===== src/design/srr_pkg.sv =====
package srr_pkg;

   localparam int SEQ_W     = 5;
   localparam int PAYLOAD_W = 64;
   localparam int WIN_W     = 5;
   localparam int WIN_MAX   = 16;

   localparam logic [WIN_W-1:0] WINDOW_RESET = 5'd10;

   localparam logic KIND_DELIVER = 1'b0;
   localparam logic KIND_ACK     = 1'b1;

   typedef enum logic {
      ST_IDLE,
      ST_DRAIN
   } state_type;

   typedef struct packed {
      logic                 kind;
      logic [PAYLOAD_W-1:0] payload;
      logic [SEQ_W-1:0]     seq;
      logic                 inw;
      logic                 last;
   } rsp_type;

endpackage


===== src/design/srr_ram.sv =====
module srr_ram #(
   parameter int WIDTH = 64,
   parameter int DEPTH = 32
) (
   input  logic                     clock,
   input  logic                     wr_en,
   input  logic [$clog2(DEPTH)-1:0] wr_addr,
   input  logic [WIDTH-1:0]         wr_data,
   input  logic                     rd_en,
   input  logic [$clog2(DEPTH)-1:0] rd_addr,
   output logic [WIDTH-1:0]         rd_data
);

   logic [WIDTH-1:0] mem_ff [DEPTH];
   logic [WIDTH-1:0] rd_data_ff;

   always_ff @(posedge clock) begin
      if (wr_en) begin
         mem_ff[wr_addr] <= wr_data;
      end
      if (rd_en) begin
         rd_data_ff <= mem_ff[rd_addr];
      end
   end

   assign rd_data = rd_data_ff;

endmodule


===== src/design/selective_repeat_receiver.sv =====
// Selective-repeat ARQ receiver.
// Input channel (req_): one data frame per transaction, a sequence number and a
// 64-bit payload. Output channel (rsp_): for each frame, zero or more in-order
// deliveries (rsp_result_kind 0) followed by one acknowledgment of the frame's
// own sequence number (rsp_result_kind 1, rsp_last 1).
// csr_wr_en/csr_wr_data write the receive window width; write it only while
// the block is idle. Widths above 16 or SEQ_COUNT saturate.
// Flow: a frame is accepted in idle; the drain state then issues reads of
// the in-order filled slots, loads the acknowledgment and returns to idle.
// Deliveries stream one per cycle while the consumer does not stall, from
// the payload RAM, whose single read port and registered read set that figure.
// Deliveries pass the RAM read data register; acknowledgments do not.
// Reset (synchronous) clears all slot-filled flags, the expected sequence
// number and rsp_valid; the window returns to 10. No clearing pass is needed.
// When the consumer stalls, the output register holds its result and the
// RAM read data register holds the next; draining then pauses, and no new
// frame is accepted until the current frame's acknowledgment is registered.
module selective_repeat_receiver #(
   parameter int SEQ_COUNT = 32
) (
   input  logic                          clock,
   input  logic                          reset,
   input  logic                          req_valid,
   output logic                          req_ready,
   input  logic [srr_pkg::SEQ_W-1:0]     req_frame_seq,
   input  logic [srr_pkg::PAYLOAD_W-1:0] req_frame_payload,
   output logic                          rsp_valid,
   input  logic                          rsp_ready,
   output logic                          rsp_result_kind,
   output logic [srr_pkg::PAYLOAD_W-1:0] rsp_delivered_payload,
   output logic [srr_pkg::SEQ_W-1:0]     rsp_ack_seq,
   output logic                          rsp_in_window,
   output logic                          rsp_last,
   input  logic                          csr_wr_en,
   input  logic [srr_pkg::WIN_W-1:0]     csr_wr_data
);

   import srr_pkg::*;

   localparam int IW   = $clog2(SEQ_COUNT);
   localparam int CW   = ((IW > SEQ_W) ? IW : SEQ_W) + 1;
   localparam int WCAP = (SEQ_COUNT < WIN_MAX) ? SEQ_COUNT : WIN_MAX;
   localparam logic [WIN_W-1:0] WIN_CAP  = WIN_W'(WCAP);
   localparam logic [CW-1:0]    SEQ_LIM  = CW'(SEQ_COUNT);
   localparam logic [IW-1:0]    SEQ_LAST = IW'(SEQ_COUNT - 1);

   state_type              state_ff, state_in;
   logic [IW-1:0]          exp_ff, exp_in;
   logic [SEQ_COUNT-1:0]   filled_ff, filled_in;
   logic [WIN_W-1:0]       window_ff, window_in;
   logic [SEQ_W-1:0]       fseq_ff, fseq_in;
   logic                   finw_ff, finw_in;
   logic                   rd_valid_ff, rd_valid_in;
   logic [SEQ_W-1:0]       dl_slot_ff, dl_slot_in;
   logic                   rsp_valid_ff, rsp_valid_in;
   rsp_type                rsp_ff, rsp_in;

   logic                   accept;
   logic [CW-1:0]          seq_ext;
   logic [CW-1:0]          exp_ext;
   logic [CW-1:0]          gap;
   logic                   seq_ok;
   logic [IW-1:0]          s_idx;
   logic [WIN_W-1:0]       win_eff;
   logic                   inw_now;
   logic                   store;
   logic                   head_filled;
   logic                   out_free;
   logic                   load_dl;
   logic                   issue;
   logic                   load_ack;
   logic [PAYLOAD_W-1:0]   rd_data;

   srr_ram #(
      .WIDTH (PAYLOAD_W),
      .DEPTH (SEQ_COUNT)
   ) u_ram (
      .clock   (clock),
      .wr_en   (store),
      .wr_addr (s_idx),
      .wr_data (req_frame_payload),
      .rd_en   (issue),
      .rd_addr (exp_ff),
      .rd_data (rd_data)
   );

   // window check
   always_comb begin
      seq_ext = CW'(req_frame_seq);
      exp_ext = CW'(exp_ff);
      seq_ok  = seq_ext < SEQ_LIM;
      s_idx   = seq_ext[IW-1:0];
      if (seq_ext >= exp_ext) begin
         gap = seq_ext - exp_ext;
      end else begin
         gap = seq_ext + SEQ_LIM - exp_ext;
      end
      win_eff = (window_ff > WIN_CAP) ? WIN_CAP : window_ff;
      inw_now = seq_ok && (gap < CW'(win_eff));
   end

   assign head_filled = filled_ff[exp_ff];
   assign out_free    = !rsp_valid_ff || rsp_ready;
   assign load_dl     = rd_valid_ff && out_free;

   always_comb begin
      state_in  = state_ff;
      req_ready = 1'b0;
      issue     = 1'b0;
      load_ack  = 1'b0;
      unique case (state_ff)
         ST_IDLE: begin
            req_ready = 1'b1;
            if (req_valid) begin
               state_in = ST_DRAIN;
            end
         end
         ST_DRAIN: begin
            if (finw_ff && head_filled) begin
               issue = !rd_valid_ff || load_dl;
            end else if (!rd_valid_ff && out_free) begin
               load_ack = 1'b1;
               state_in = ST_IDLE;
            end
         end
         default: begin
            state_in = ST_IDLE;
         end
      endcase
   end

   assign accept = req_valid && req_ready;
   assign store  = accept && inw_now && !filled_ff[s_idx];

   always_comb begin
      filled_in = filled_ff;
      if (store) begin
         filled_in[s_idx] = 1'b1;
      end
      if (issue) begin
         filled_in[exp_ff] = 1'b0;
      end

      exp_in     = exp_ff;
      dl_slot_in = dl_slot_ff;
      if (issue) begin
         exp_in     = (exp_ff == SEQ_LAST) ? '0 : exp_ff + 1'b1;
         dl_slot_in = exp_ext[SEQ_W-1:0];
      end

      fseq_in = fseq_ff;
      finw_in = finw_ff;
      if (accept) begin
         fseq_in = req_frame_seq;
         finw_in = inw_now;
      end

      window_in = csr_wr_en ? csr_wr_data : window_ff;

      if (issue) begin
         rd_valid_in = 1'b1;
      end else if (load_dl) begin
         rd_valid_in = 1'b0;
      end else begin
         rd_valid_in = rd_valid_ff;
      end

      rsp_in = rsp_ff;
      if (load_dl) begin
         rsp_in.kind    = KIND_DELIVER;
         rsp_in.payload = rd_data;
         rsp_in.seq     = dl_slot_ff;
         rsp_in.inw     = 1'b1;
         rsp_in.last    = 1'b0;
      end else if (load_ack) begin
         rsp_in.kind    = KIND_ACK;
         rsp_in.payload = '0;
         rsp_in.seq     = fseq_ff;
         rsp_in.inw     = finw_ff;
         rsp_in.last    = 1'b1;
      end

      if (load_dl || load_ack) begin
         rsp_valid_in = 1'b1;
      end else if (rsp_ready) begin
         rsp_valid_in = 1'b0;
      end else begin
         rsp_valid_in = rsp_valid_ff;
      end
   end

   always_ff @(posedge clock) begin
      if (reset) begin
         state_ff <= ST_IDLE;
      end else begin
         state_ff <= state_in;
      end
   end

   always_ff @(posedge clock) begin
      if (reset) begin
         exp_ff       <= '0;
         filled_ff    <= '0;
         window_ff    <= WINDOW_RESET;
         rd_valid_ff  <= 1'b0;
         rsp_valid_ff <= 1'b0;
      end else begin
         exp_ff       <= exp_in;
         filled_ff    <= filled_in;
         window_ff    <= window_in;
         rd_valid_ff  <= rd_valid_in;
         rsp_valid_ff <= rsp_valid_in;
      end
   end

   always_ff @(posedge clock) begin
      fseq_ff    <= fseq_in;
      finw_ff    <= finw_in;
      dl_slot_ff <= dl_slot_in;
      rsp_ff     <= rsp_in;
   end

   assign rsp_valid             = rsp_valid_ff;
   assign rsp_result_kind       = rsp_ff.kind;
   assign rsp_delivered_payload = rsp_ff.payload;
   assign rsp_ack_seq           = rsp_ff.seq;
   assign rsp_in_window         = rsp_ff.inw;
   assign rsp_last              = rsp_ff.last;

endmodule


===== config.mk =====
export PLATFORM = sky130hd
export DESIGN_NAME = selective_repeat_receiver
export DESIGN_NICKNAME = d
export VERILOG_FILES = /design/src/design/srr_pkg.sv /design/src/design/srr_ram.sv /design/src/design/selective_repeat_receiver.sv
export SDC_FILE = /design/constraint.sdc
export NUM_CORES = 2
export LEC_CHECK = 0
export BUFFER_PORTS_ARGS = -buffer_cell sky130_fd_sc_hd__buf_2
export CAP_MARGIN = 20
export CORE_ASPECT_RATIO = 0.6
export CORE_MARGIN = 1
export CORE_UTILIZATION = 65
export CTS_BUF_LIST = sky130_fd_sc_hd__clkbuf_4 sky130_fd_sc_hd__clkbuf_8
export DETAILED_ROUTE_END_ITERATION = 7
export GPL_TIMING_DRIVEN = 0
export PLACE_DENSITY = 0.82
export SLEW_MARGIN = 20
export SYNTH_ARGS = -nofsm -noshare
export SYNTH_HDL_FRONTEND = slang
export SYNTH_SLANG_ARGS = --single-unit
export TNS_END_PERCENT = 30

===== constraint.sdc =====
create_clock -name clock -period 15.18 [get_ports clock]
set_input_delay 2.277 -clock clock [delete_from_list [all_inputs] [get_ports clock]]
set_output_delay 2.277 -clock clock [all_outputs]
set_load 0.03 [all_outputs]

==> impl_metrics.ini <==
[outcome]
status = finished with violations
violations = design-rule violations

[worst_hold_path]
min_to = window_ff[1]
worstHoldPathCells = 2
holdCritPathClass = reg2reg
min_from = window_ff[1]

[route]
drt_first_pass_iters = 8
ant_nets = 0
wl_per_cell_um = 40.33
num_vias = 47391
drc = 2
drt_iter0_markers = 9977
vias_per_cell = 7.579
drt-total-wl_um = 252200

[setup_path]
path_buf_inv = 9
r2r_start = exp_ff[1]
crit_type = reg2reg
critical_path.max_fanout = 14
path_delay_family = buffers and inverters
path_cells = buf_2 > buf_2 > buf_1 > clkbuf_2 > inv_1 > ha_1 > a21o_1 > a21oi_1 > xnor2_1 > ha_1 > a21o_1 > a21oi_1 > o21ai_0 > a211oi_2 > buf_2 > nand3_1 > nor2_4 > buf_12 > buf_16 > buf_16
critPathMaxStageDelay_ns = 0.85
crit_slowest_cell = buf_1
cp-start-kind = register
crit_path_end_kind = register
r2r-end = u_ram.mem_ff[27][34]
crit_required_ns = 15.85
reg2reg_depth = 20
rrSetupSlack_ns = 6.34
cp.arrival_ns = 9.52
cp_common_cell = buf_2

[timing]
final-setup-viol-count = 0
max_freq_mhz = 113.1
final.setup_skew_ns = 0.07470
slew_headroom_pct = 15.41
fin_crit_sh_pct = 58.26
min_period_ns = 8.844
finalHoldViolations = 0
rsz0062_at_grt = no
tightest_slew_ns = 1.269
drv_slew = 0
timing.final.ws_setup_ns = 6.336

[logic_synthesis]
yosys_warnings = 0
avgSynthCellArea_um2 = 23.04
async_flop_share_pct = 0
postSynthNetCount = 3745
ys_seq_area_share_pct = 79.38
synth.top_cell.area_share_pct = 78.26
ys.flop_type = edfxtp_1
synthesis.area_um2 = 84110
ys_types = 63
synthTopCellsByArea = edfxtp_1 78%, mux4_2 14%, a22oi_1 2.3%
synth_cells = 3651
ys_ff_latch = 2239
yosysTopAreaCell = edfxtp_1
synth_edf_count = 2192

[placement]
postPlaceCellArea_um2 = 90540
numPortBuffers = 150
place_hpwl_um = 163900
place.gp.congestion = 0.9285
place_ws_ns = 6.489

[global_routing]
antenna_found_initial = 20
gr-usage-met1_pct = 53.71
met2_usage_pct = 55.95
top_usage_layer = met2
grtUsageTotal_pct = 39.00
first_global_vias = 45707
grt-ovfl-total = 0
grt_util_met3_pct = 14.81
grt_first_pass_wirelength_um = 343900
grt_max_degree = 45

[floorplan]
ioPinCount = 153
die_y_um = 280.6
die_w_um = 466.4
dieArea_um2 = 130900
start_util_pct = 66.03
rows = 101
coreArea_um2 = 127400

[cts]
cts_resized = 0
cts_buffer_depth = 4
postCtsSetupRepairBufs = 0
cts-root-buf = clkbuf_8
hold_buffers = 0
cts_buffers = 314
clkLatencyLatePin_ns = 1.04
clkTransAtPathRegs_ns = 0.07
h-tree-depth = 5
cts_sinks = 2239
cts_tree = built

[pwr]
power_w = 0.01152
leakagePower_nw = 30.01
irDropWorstVdd_v = 0.0001302
p_per_area_nw_per_um2 = 119.7

[final_layout]
final_cell_mix = 2192 x edfxtp_1, 522 x mux4_2, 317 x clkbuf_8
final_common_cell = edfxtp_1
areaGrowthSynthToFinish_pct = 14.45
final_area_um2 = 96260
fin_util_pct = 75.57
drive_above_1_share_pct = 32.70
nets = 4418

[flow_run]
max-cap-violations = 0
-- area by class of cell --
| type | count | area (um2) |
|---|---|---|
| buffer | 207 | 908.4 |
| antenna | 22 | 55.05 |
| clock inverter | 122 | 635.6 |
| tap | 1699 | 2126 |
| sequential | 2239 | 66760 |
| multi-input combinational | 1189 | 16660 |
| timing repair buffer | 357 | 4040 |
| inverter | 16 | 70.07 |
| clock buffer | 402 | 5001 |
| fill | 6323 | 31120 |
-- logic make-up after synthesis --
| group | count (synthesis) | synth area share, % |
|---|---|---|
| XOR/XNOR | 3 | 0.03124 |
| AO/OA/AOI/OAI | 360 | 3.203 |
| flip-flops | 2239 | 79.38 |
| multiplexers | 538 | 14.19 |
| adder cells (fa/ha/maj) | 15 | 0.2321 |
| AND/OR/NAND/NOR | 273 | 1.892 |
| buffers and inverters | 223 | 1.080 |
-- per-stage QoR --
stage | TNS, ns | hold slack, ns | std cells
after CTS | 0 | 0.4909 | 6230
final | 0 | 0.4884 | 6253
after detailed placement | 0 | 0.4681 | 5706
after global placement | -1431.29 | 0.4605 | 5500
after floorplan | 0 | 0.4348 | 3651
after global routing | 0 | 0.5069 | 6245
-- worst min-delay path: cells and delay by family, from the launching register on --
| family | cells | cell delay [ns] |
|---|---|---|
| mux | 1 | 0.07 |
| flops | 1 | 0.33 |
| simple gates | 1 | 0.06 |
-- Yosys cell counts, drive strengths merged, types with 6 or more instances --
master  count
a41oi       8
a22oi     256
edfxtp   2192
nor3       19
a21oi      23
inv        16
a32o        6
and2        8
ha         14
clkbuf    117
a211oi     29
buf        90
a31oi       7
o21ai       7
nor2b      10
o21a        6
nand2      21
dfxtp      47
mux2i      15
nand4      68
mux4      523
and3       69
nand3      12
nor2       44
-- state kept, by name, indices dropped and copies added (netlist names) --
| signal | cells |
|---|---|
| rsp_last | 1 |
| rsp_in_window | 1 |
| exp_ff | 5 |
| rsp_valid | 1 |
| u_ram.rd_data | 64 |
| state_ff | 1 |
| dl_slot_ff | 5 |
| filled_ff | 32 |
| u_ram.mem_ff | 2048 |
| rsp_delivered_payload | 64 |
| finw_ff | 1 |
| rsp_ack_seq | 5 |
| window_ff | 5 |
| fseq_ff | 5 |
| rd_valid_ff | 1 |
-- per-layer routing --
layer	wire, um	vias to the layer above	part of all wire [%]
li1	-	17161	-
met1	83110	23690	33
met2	110800	5550	44
met3	44280	980	18
met4	13840	10	5.5
met5	211	-	0.084
-- power breakdown --
| group | internal [W] | switching, W |
|---|---|---|
| logic | 0.0000488 | 0.000190 |
| clock network | 0.00220 | 0.00225 |
| registers | 0.00682 | 0.0000130 |
| total | 0.00907 | 0.00246 |
-- worst max-delay path by stage --
stage,startpoint,to,slack [ns],cells past startpoint
after CTS,exp_ff[1],u_ram.mem_ff[27][34],6.45,20
after global placement,exp_ff[1],u_ram.mem_ff[18][34],-3.46,16
after global routing,exp_ff[1],u_ram.mem_ff[27][34],6.43,20
after detailed placement,exp_ff[1],u_ram.mem_ff[27][34],6.49,20
final,exp_ff[1],u_ram.mem_ff[27][34],6.34,20
after floorplan,req_frame_seq[0],u_ram.mem_ff[17][0],5.05,15
Note: power is estimated with default switching activity, not from simulation.
